$ cat src/mh2_pkg.sv
// shared types, constants and codes of the streaming murmurhash2 engine
// depends on nothing
package mh2_pkg;

	// hash constants
	localparam logic [31:0] MIX_MUL     = 32'h5bd1e995;
	localparam int          MIX_SHIFT   = 24;
	localparam int          FIN_SHIFT_A = 13;
	localparam int          FIN_SHIFT_B = 15;

	// configuration port
	localparam int         CFG_AW       = 3;
	localparam logic       REG_KEY_SEED = 1'b0;

	// queue sizes
	localparam int OPQ_DEPTH = 2;
	localparam int OPQ_AW    = $clog2(OPQ_DEPTH);
	localparam int OPQ_CW    = $clog2(OPQ_DEPTH + 1);
	localparam int RQ_DEPTH  = 2;
	localparam int RQ_AW     = $clog2(RQ_DEPTH);
	localparam int RQ_CW     = $clog2(RQ_DEPTH + 1);

	// what the back end does with one word
	typedef enum logic [1:0] {
		KIND_FULL = 2'd0,
		KIND_TAIL = 2'd1,
		KIND_NONE = 2'd2
	} kind_t;

	// one classified word on its way to the back end
	typedef struct packed {
		kind_t       kind;
		logic [31:0] word;
		logic        first;
		logic        last;
		logic [31:0] init;
	} op_t;

	// queue status seen by the back end
	typedef struct packed {
		logic empty;
		op_t  op;
	} opq_view_t;

endpackage

$ cat src/mh2_cfg.sv
// apb-style register file holding the hash seed
// depends on mh2_pkg
module mh2_cfg (
	input  logic                       clk,
	input  logic                       arst_n,
	input  logic                       psel,
	input  logic                       penable,
	input  logic                       pwrite,
	input  logic [mh2_pkg::CFG_AW-1:0] paddr,
	input  logic [31:0]                pwdata,
	output logic [31:0]                prdata,
	output logic                       pready,
	output logic [31:0]                key_seed
);

	logic [31:0] seed_q;
	logic        wr_seed;

	// write decode on the access phase
	assign wr_seed = psel && penable && pwrite && (paddr[2] == mh2_pkg::REG_KEY_SEED);

	always_ff @(posedge clk or negedge arst_n) begin
		if (!arst_n) begin
			seed_q <= '0;
		end else if (wr_seed) begin
			seed_q <= pwdata;
		end
	end

	// read mux
	assign prdata   = (paddr[2] == mh2_pkg::REG_KEY_SEED) ? seed_q : 32'd0;
	assign pready   = 1'b1;
	assign key_seed = seed_q;

endmodule

$ cat src/mh2_front.sv
// front end: classifies an incoming key word into a back-end operation
// depends on mh2_pkg
module mh2_front (
	input  logic [31:0]      key_word,
	input  logic [2:0]       valid_bytes,
	input  logic             first_word,
	input  logic             last_word,
	input  logic [15:0]      total_length,
	input  logic [31:0]      key_seed,
	output mh2_pkg::op_t     op
);

	logic full_word;
	logic [31:0] tail_mask;

	// a word counts as full unless it is last and carries fewer than four bytes
	assign full_word = !last_word || valid_bytes[2];

	// tail byte mask
	always_comb begin
		case (valid_bytes[1:0])
			2'd1:    tail_mask = 32'h0000_00ff;
			2'd2:    tail_mask = 32'h0000_ffff;
			2'd3:    tail_mask = 32'h00ff_ffff;
			default: tail_mask = 32'h0000_0000;
		endcase
	end

	// build the operation
	always_comb begin
		op.first = first_word;
		op.last  = last_word;
		op.init  = key_seed ^ {16'd0, total_length};
		if (full_word) begin
			op.kind = mh2_pkg::KIND_FULL;
			op.word = key_word;
		end else if (valid_bytes[1:0] == 2'd0) begin
			op.kind = mh2_pkg::KIND_NONE;
			op.word = 32'd0;
		end else begin
			op.kind = mh2_pkg::KIND_TAIL;
			op.word = key_word & tail_mask;
		end
	end

endmodule

$ cat src/mh2_opq.sv
// short operation queue between front and back end
// depends on mh2_pkg
module mh2_opq (
	input  logic               clk,
	input  logic               arst_n,
	input  logic               wr,
	input  mh2_pkg::op_t       wr_op,
	output logic               full,
	input  logic               rd,
	output mh2_pkg::opq_view_t view
);

	mh2_pkg::op_t                 mem_q [mh2_pkg::OPQ_DEPTH];
	logic [mh2_pkg::OPQ_AW-1:0]   wr_ptr_q;
	logic [mh2_pkg::OPQ_AW-1:0]   rd_ptr_q;
	logic [mh2_pkg::OPQ_CW-1:0]   count_q;
	logic                         do_wr;
	logic                         do_rd;

	assign full  = (count_q == mh2_pkg::OPQ_CW'(mh2_pkg::OPQ_DEPTH));
	assign do_wr = wr && !full;
	assign do_rd = rd && (count_q != '0);

	// storage
	always_ff @(posedge clk) begin
		if (do_wr) begin
			mem_q[wr_ptr_q] <= wr_op;
		end
	end

	// pointers and fill count
	always_ff @(posedge clk or negedge arst_n) begin
		if (!arst_n) begin
			wr_ptr_q <= '0;
			rd_ptr_q <= '0;
			count_q  <= '0;
		end else begin
			if (do_wr) begin
				wr_ptr_q <= (wr_ptr_q == mh2_pkg::OPQ_AW'(mh2_pkg::OPQ_DEPTH - 1)) ?
					'0 : wr_ptr_q + 1'b1;
			end
			if (do_rd) begin
				rd_ptr_q <= (rd_ptr_q == mh2_pkg::OPQ_AW'(mh2_pkg::OPQ_DEPTH - 1)) ?
					'0 : rd_ptr_q + 1'b1;
			end
			if (do_wr && !do_rd) begin
				count_q <= count_q + 1'b1;
			end else if (do_rd && !do_wr) begin
				count_q <= count_q - 1'b1;
			end
		end
	end

	assign view.empty = (count_q == '0);
	assign view.op    = mem_q[rd_ptr_q];

endmodule

$ cat src/mh2_back.sv
// back end: mixes words into the running hash, finalises and queues results
// depends on mh2_pkg
module mh2_back (
	input  logic               clk,
	input  logic               arst_n,
	input  mh2_pkg::opq_view_t view,
	output logic               opq_rd,
	output logic               empty,
	input  logic               pop,
	output logic [31:0]        hash_value
);

	localparam logic [1:0] S_MIX1 = 2'd0;
	localparam logic [1:0] S_MIX2 = 2'd1;
	localparam logic [1:0] S_FIN  = 2'd2;

	logic [1:0]  state_q;
	logic [31:0] h_q;
	logic [31:0] k1_q;
	logic [31:0] hm_q;
	logic        last_q;

	logic [31:0] h_start;
	logic [31:0] mul_a_in;
	logic [31:0] mul_b_in;
	logic [31:0] mul_a_p;
	logic [31:0] mul_b_p;
	logic [31:0] fin_hash;

	logic [31:0]               rq_mem_q [mh2_pkg::RQ_DEPTH];
	logic [mh2_pkg::RQ_AW-1:0] rq_wr_ptr_q;
	logic [mh2_pkg::RQ_AW-1:0] rq_rd_ptr_q;
	logic [mh2_pkg::RQ_CW-1:0] rq_count_q;
	logic                      rq_full;
	logic                      rq_wr;
	logic                      rq_rd;

	// operand selection for the two multipliers
	always_comb begin
		h_start  = view.op.first ? view.op.init : h_q;
		mul_a_in = view.op.word;
		mul_b_in = h_start;
		case (state_q)
			S_MIX1: begin
				mul_a_in = view.op.word;
				mul_b_in = (view.op.kind == mh2_pkg::KIND_TAIL) ?
					(h_start ^ view.op.word) : h_start;
			end
			S_MIX2: begin
				mul_a_in = k1_q ^ (k1_q >> mh2_pkg::MIX_SHIFT);
			end
			S_FIN: begin
				mul_a_in = h_q ^ (h_q >> mh2_pkg::FIN_SHIFT_A);
			end
			default: begin
				mul_a_in = view.op.word;
			end
		endcase
	end

	// constant multipliers, low 32 bits kept
	assign mul_a_p  = mul_a_in * mh2_pkg::MIX_MUL;
	assign mul_b_p  = mul_b_in * mh2_pkg::MIX_MUL;
	assign fin_hash = mul_a_p ^ (mul_a_p >> mh2_pkg::FIN_SHIFT_B);

	assign opq_rd = (state_q == S_MIX1) && !view.empty;
	assign rq_wr  = (state_q == S_FIN) && !rq_full;

	// mixing sequencer
	always_ff @(posedge clk or negedge arst_n) begin
		if (!arst_n) begin
			state_q <= S_MIX1;
			h_q     <= '0;
			last_q  <= 1'b0;
		end else begin
			case (state_q)
				S_MIX1: begin
					if (!view.empty) begin
						last_q <= view.op.last;
						case (view.op.kind)
							mh2_pkg::KIND_FULL: begin
								state_q <= S_MIX2;
							end
							mh2_pkg::KIND_TAIL: begin
								h_q     <= mul_b_p;
								state_q <= view.op.last ? S_FIN : S_MIX1;
							end
							default: begin
								h_q     <= h_start;
								state_q <= view.op.last ? S_FIN : S_MIX1;
							end
						endcase
					end
				end
				S_MIX2: begin
					h_q     <= hm_q ^ mul_a_p;
					state_q <= last_q ? S_FIN : S_MIX1;
				end
				S_FIN: begin
					if (!rq_full) begin
						state_q <= S_MIX1;
					end
				end
				default: begin
					state_q <= S_MIX1;
				end
			endcase
		end
	end

	// first-stage products of a full word
	always_ff @(posedge clk) begin
		if (state_q == S_MIX1) begin
			k1_q <= mul_a_p;
			hm_q <= mul_b_p;
		end
	end

	// result queue storage
	always_ff @(posedge clk) begin
		if (rq_wr) begin
			rq_mem_q[rq_wr_ptr_q] <= fin_hash;
		end
	end

	assign rq_full = (rq_count_q == mh2_pkg::RQ_CW'(mh2_pkg::RQ_DEPTH));
	assign empty   = (rq_count_q == '0);
	assign rq_rd   = pop && !empty;

	// result queue pointers and fill count
	always_ff @(posedge clk or negedge arst_n) begin
		if (!arst_n) begin
			rq_wr_ptr_q <= '0;
			rq_rd_ptr_q <= '0;
			rq_count_q  <= '0;
		end else begin
			if (rq_wr) begin
				rq_wr_ptr_q <= (rq_wr_ptr_q == mh2_pkg::RQ_AW'(mh2_pkg::RQ_DEPTH - 1)) ?
					'0 : rq_wr_ptr_q + 1'b1;
			end
			if (rq_rd) begin
				rq_rd_ptr_q <= (rq_rd_ptr_q == mh2_pkg::RQ_AW'(mh2_pkg::RQ_DEPTH - 1)) ?
					'0 : rq_rd_ptr_q + 1'b1;
			end
			if (rq_wr && !rq_rd) begin
				rq_count_q <= rq_count_q + 1'b1;
			end else if (rq_rd && !rq_wr) begin
				rq_count_q <= rq_count_q - 1'b1;
			end
		end
	end

	assign hash_value = rq_mem_q[rq_rd_ptr_q];

endmodule

$ cat src/murmur2_hash_stream.sv
// channel   direction  handshake        payload
// config    in         psel/penable     paddr, pwdata -> prdata (key_seed at 0x0)
// key beat  in         push / full      key_word, valid_bytes, first_word, last_word,
//                                       total_length
// hash beat out        pop / empty      hash_value
//
// a full word passes the back end in S_MIX1 (word multiply), then S_MIX2 (mix multiply);
// a tail word and an empty last word pass in S_MIX1 only; the last word of a key adds
// S_FIN for the final multiply. the back end's multiply chain sets the rate.
// reset clears queues, sequencer, running hash and seed; no clearing pass.
// a stalled hash beat holds the back end only once its 2-entry result queue is
// full; key beats keep entering until the 2-entry operation queue fills.
// top level of the streaming murmurhash2 engine
// depends on mh2_pkg, mh2_cfg, mh2_front, mh2_opq, mh2_back
module murmur2_hash_stream (
	input  logic                       clk,
	input  logic                       arst_n,
	input  logic                       psel,
	input  logic                       penable,
	input  logic                       pwrite,
	input  logic [mh2_pkg::CFG_AW-1:0] paddr,
	input  logic [31:0]                pwdata,
	output logic [31:0]                prdata,
	output logic                       pready,
	input  logic                       push,
	output logic                       full,
	input  logic [31:0]                key_word,
	input  logic [2:0]                 valid_bytes,
	input  logic                       first_word,
	input  logic                       last_word,
	input  logic [15:0]                total_length,
	output logic                       empty,
	input  logic                       pop,
	output logic [31:0]                hash_value
);

	logic               [31:0] key_seed;
	mh2_pkg::op_t              front_op;
	mh2_pkg::opq_view_t        opq_view;
	logic                      opq_rd;

	// configuration registers
	mh2_cfg u_cfg (
		.clk       (clk),
		.arst_n    (arst_n),
		.psel      (psel),
		.penable   (penable),
		.pwrite    (pwrite),
		.paddr     (paddr),
		.pwdata    (pwdata),
		.prdata    (prdata),
		.pready    (pready),
		.key_seed  (key_seed)
	);

	// classify incoming beats
	mh2_front u_front (
		.key_word     (key_word),
		.valid_bytes  (valid_bytes),
		.first_word   (first_word),
		.last_word    (last_word),
		.total_length (total_length),
		.key_seed     (key_seed),
		.op           (front_op)
	);

	// decoupling queue
	mh2_opq u_opq (
		.clk    (clk),
		.arst_n (arst_n),
		.wr     (push),
		.wr_op  (front_op),
		.full   (full),
		.rd     (opq_rd),
		.view   (opq_view)
	);

	// mixing and finalisation
	mh2_back u_back (
		.clk        (clk),
		.arst_n     (arst_n),
		.view       (opq_view),
		.opq_rd     (opq_rd),
		.empty      (empty),
		.pop        (pop),
		.hash_value (hash_value)
	);

endmodule

$ cat config.mk
export PLATFORM = sky130hd
export DESIGN_NAME = murmur2_hash_stream
export DESIGN_NICKNAME = d
export VERILOG_FILES = /design/src/mh2_pkg.sv /design/src/mh2_cfg.sv /design/src/mh2_front.sv /design/src/mh2_opq.sv /design/src/mh2_back.sv /design/src/murmur2_hash_stream.sv
export SDC_FILE = /design/constraint.sdc
export NUM_CORES = 2
export LEC_CHECK = 0
export BUFFER_PORTS_ARGS = -buffer_cell sky130_fd_sc_hd__clkbuf_2
export CAP_MARGIN = 15
export CELL_PAD_IN_SITES_DETAIL_PLACEMENT = 0
export CELL_PAD_IN_SITES_GLOBAL_PLACEMENT = 1
export CORE_ASPECT_RATIO = 0.75
export CORE_MARGIN = 8
export CORE_UTILIZATION = 56
export CTS_CLUSTER_SIZE = 16
export DETAILED_ROUTE_END_ITERATION = 12
export PLACE_DENSITY = 0.87
export SETUP_SLACK_MARGIN = 0.2
export SLEW_MARGIN = 20
export SYNTH_ARGS = -nofsm -noshare
export SYNTH_HDL_FRONTEND = slang
export SYNTH_HIERARCHICAL = 1
export SYNTH_SLANG_ARGS = --single-unit
$ cat constraint.sdc
create_clock -name clk -period 25.8 [get_ports clk]
set_clock_uncertainty 0.2 [all_clocks]
set_input_delay 2.58 -clock clk [delete_from_list [all_inputs] [get_ports clk]]
set_output_delay 2.58 -clock clk [all_outputs]
set_load 0.01 [all_outputs]
==> results.cfg <==
[outcome]
outcome = completed

[clock_network]
cts.sinks = 339
clock_path_buffers = 3
post_cts_resized = 0
holdBufCountCts = 0
cts_root_buffer = clkbuf_16
htree_levels = 2
cts_setup_buffers = 0
clock_latency_ps = 540
clk_pin_slew_ps = 60
cts_tree = built
cts_buffers = 36

[die]
core_mm2 = 0.0602
io_pins = 162
initial_core_util_pct = 56.4
die_w_um = 300
core.rowCount = 78
die_area_mm2 = 0.0688
die_h_um = 229

[setup_path]
start_kind = register
cp_max_fo = 50
critPathCaptureType = register
crit_path_top_delay_cell = nor2b_1
path_delay_family = adder cells
cp.arrival_ps = 10320
required_ps = 26030
crit_type = reg2reg
max_stage_delay_ps = 820
path_buf_inv = 8

[yosys]
yosysUniqueCellTypes = 81
synth_area_mm2 = 0.0339
synth_most_common_cell = inv_1
syn_inst = 3067
synth_area_per_cell_um2 = 11.1
synth_edf_count = 264
yosysWarnings = 6
synth_top_family_by_area = adder cells
synthSimpleGateAreaFrac_pct = 5.20
synth_seq_cells = 339
synth.yosys.seq_area_share_pct = 28.9
synth_top_area_share_pct = 23.4
synth_mux_area_share_pct = 5.91
synth_fp_nets = 3943
synth_area_leaders = edfxtp_1 (23%), fa_1 (21%), ha_1 (16%)
synth-xor-area-share_pct = 7.45
synthAdderAreaFrac_pct = 36.6
ys_async_sr_fraction_pct = 22.1
yosys-top-cells-count = inv_1 (734), ha_1 (428), fa_1 (353), edfxtp_1 (264), xnor2_1 (153)
synth_top_cell_by_area = edfxtp_1
synth_compound_area_share_pct = 6.38
synth_ff_type = edfxtp_1

[placement]
postPlaceCellArea_mm2 = 0.0357
place.detailed.hpwl_mm = 76.4
portBuffers = 158
gp_congestion = 0.964

[timing]
layout_worst_path_cycle_share_pct = 39.1
final_max_slew_viol_count = 0
worst_slew_pin_slew_ps = 1180
tns_ps = 0
fmax_ghz = 0.0991
rsz0062_at_grt = false
hold_viol_final = 0
fin_hold_ws_ps = 294
finalSetupViolations = 0
fin_crit_ps = 10090
max_slew_margin_pct = 21.1

[finish]
layout-drive-gt1-share_pct = 13.3
design_area_mm2 = 0.0368
multi_input_area_mm2 = 0.0209
ff_latch_area_mm2 = 0.00981
nFillCells = 4868
area_growth_pct = 8.52
n_antenna_cell = 0
nets = 4100

[global_route]
grt_pass1_wl_mm = 143
grt_max_degree = 71
grt_overflow_total = 0
grtUsageTotal_pct = 27.1
antenna_found_initial = 1
grt_pass1_vias = 23650

[routing]
vias = 22626
initialDrtViolationCount = 2177
wl_per_cell_um = 23.1
vias_per_cell = 5.59
drc_errors = 0
ant_nets = 0
routed_wl_mm = 93.6
dr.pass1.iters = 6

[run]
maxCapViolCount = 0

[worst_hold_path]
min_path_type = reg2reg
-- through the flow --
step,cells,setup WS [ps],utilization (%)
finish,4050,15710,61.2
global route,4050,15460,61.2
CTS,4050,15800,61.2
detailed placement,3986,15840,59.2
global placement,3986,16000,59.2
floorplan,3067,16010,-
-- worst paths after layout --
kind	start	endpoint	cells after the start	slack, ps
worst min register to register	u_cfg/key_seed[31]	u_opq/mem_q[0][31]	0	290
max in group asynchronous	arst_n	u_back/h_q[9]	2	22500
min in group asynchronous	arst_n	u_cfg/key_seed[23]	1	1770
worst max-delay path	u_opq/rd_ptr_q	u_back/h_q[27]	28	15710
worst max register to register	u_opq/rd_ptr_q	u_back/h_q[27]	28	15710
worst min-delay path	u_cfg/key_seed[31]	u_opq/mem_q[0][31]	0	290
-- cell type report --
| type | instances | share of cell area [%] |
|---|---|---|
| flip-flops and latches | 339 | 26.6 |
| repair buffers | 208 | 3.17 |
| inverters | 735 | 7.49 |
| clock inverters | 20 | 0.493 |
| well taps | 800 | 2.72 |
| multi-input cells | 1904 | 56.9 |
| clock buffers | 44 | 2.64 |
-- placed cells by master (no fill, tap or decap), types with 51 or more instances in the layout --
cell type,n
inv_1,734
a21oi_1,86
buf_4,51
xor2_1,115
mux2_2,93
nor2_1,95
nor2b_1,56
edfxtp_1,264
clkbuf_2,157
fa_1,353
nand2_1,89
dfrtp_1,74
ha_1,426
xnor2_1,153
-- logic make-up after synthesis --
family                     after synthesis
other                                    1
muxes                                  167
AOI/OAI and AO/OA                      328
and+or+nand+nor                        350
buffers and inverters                  824
DFF                                    339
xor gates and xnor gates               277
adders and majority gates              781
-- registers in the layout, indices dropped and copies added (netlist names) --
register	flops
u_back/h_q	32
u_back/hm_q	32
u_back/k1_q	32
u_back/last_q	1
u_back/rq_count_q	2
u_back/rq_mem_q	64
u_back/rq_rd_ptr_q	1
u_back/rq_wr_ptr_q	1
u_back/state_q	2
u_cfg/key_seed	32
u_opq/count_q	2
u_opq/mem_q	136
u_opq/rd_ptr_q	1
u_opq/wr_ptr_q	1
-- per-layer routing --
layer  GRT usage [%]  part of all wire [%]  routed length (µm)  up-vias
met5               0                     0                   0        -
met1            39.4                    44               40900    11361
met2            41.5                    44               41400      918
met4            6.87                   2.8                2580        0
met3            5.32                   9.3                8660      149
li1                -                     -                   -    10198
-- worst register-to-register path: cells and delay by family, from the launching register on --
kind,cells,cell delay [ps]
compound gates,4,1100
xor+xnor,1,200
fa+ha+maj,9,4180
buf+inv,8,1520
flops,1,660
mux,1,520
simple gates,5,1600
Power is left out: the tool's default activity adds up to more than one toggle a clock period on the data nets, which glitch-free logic cannot reach.
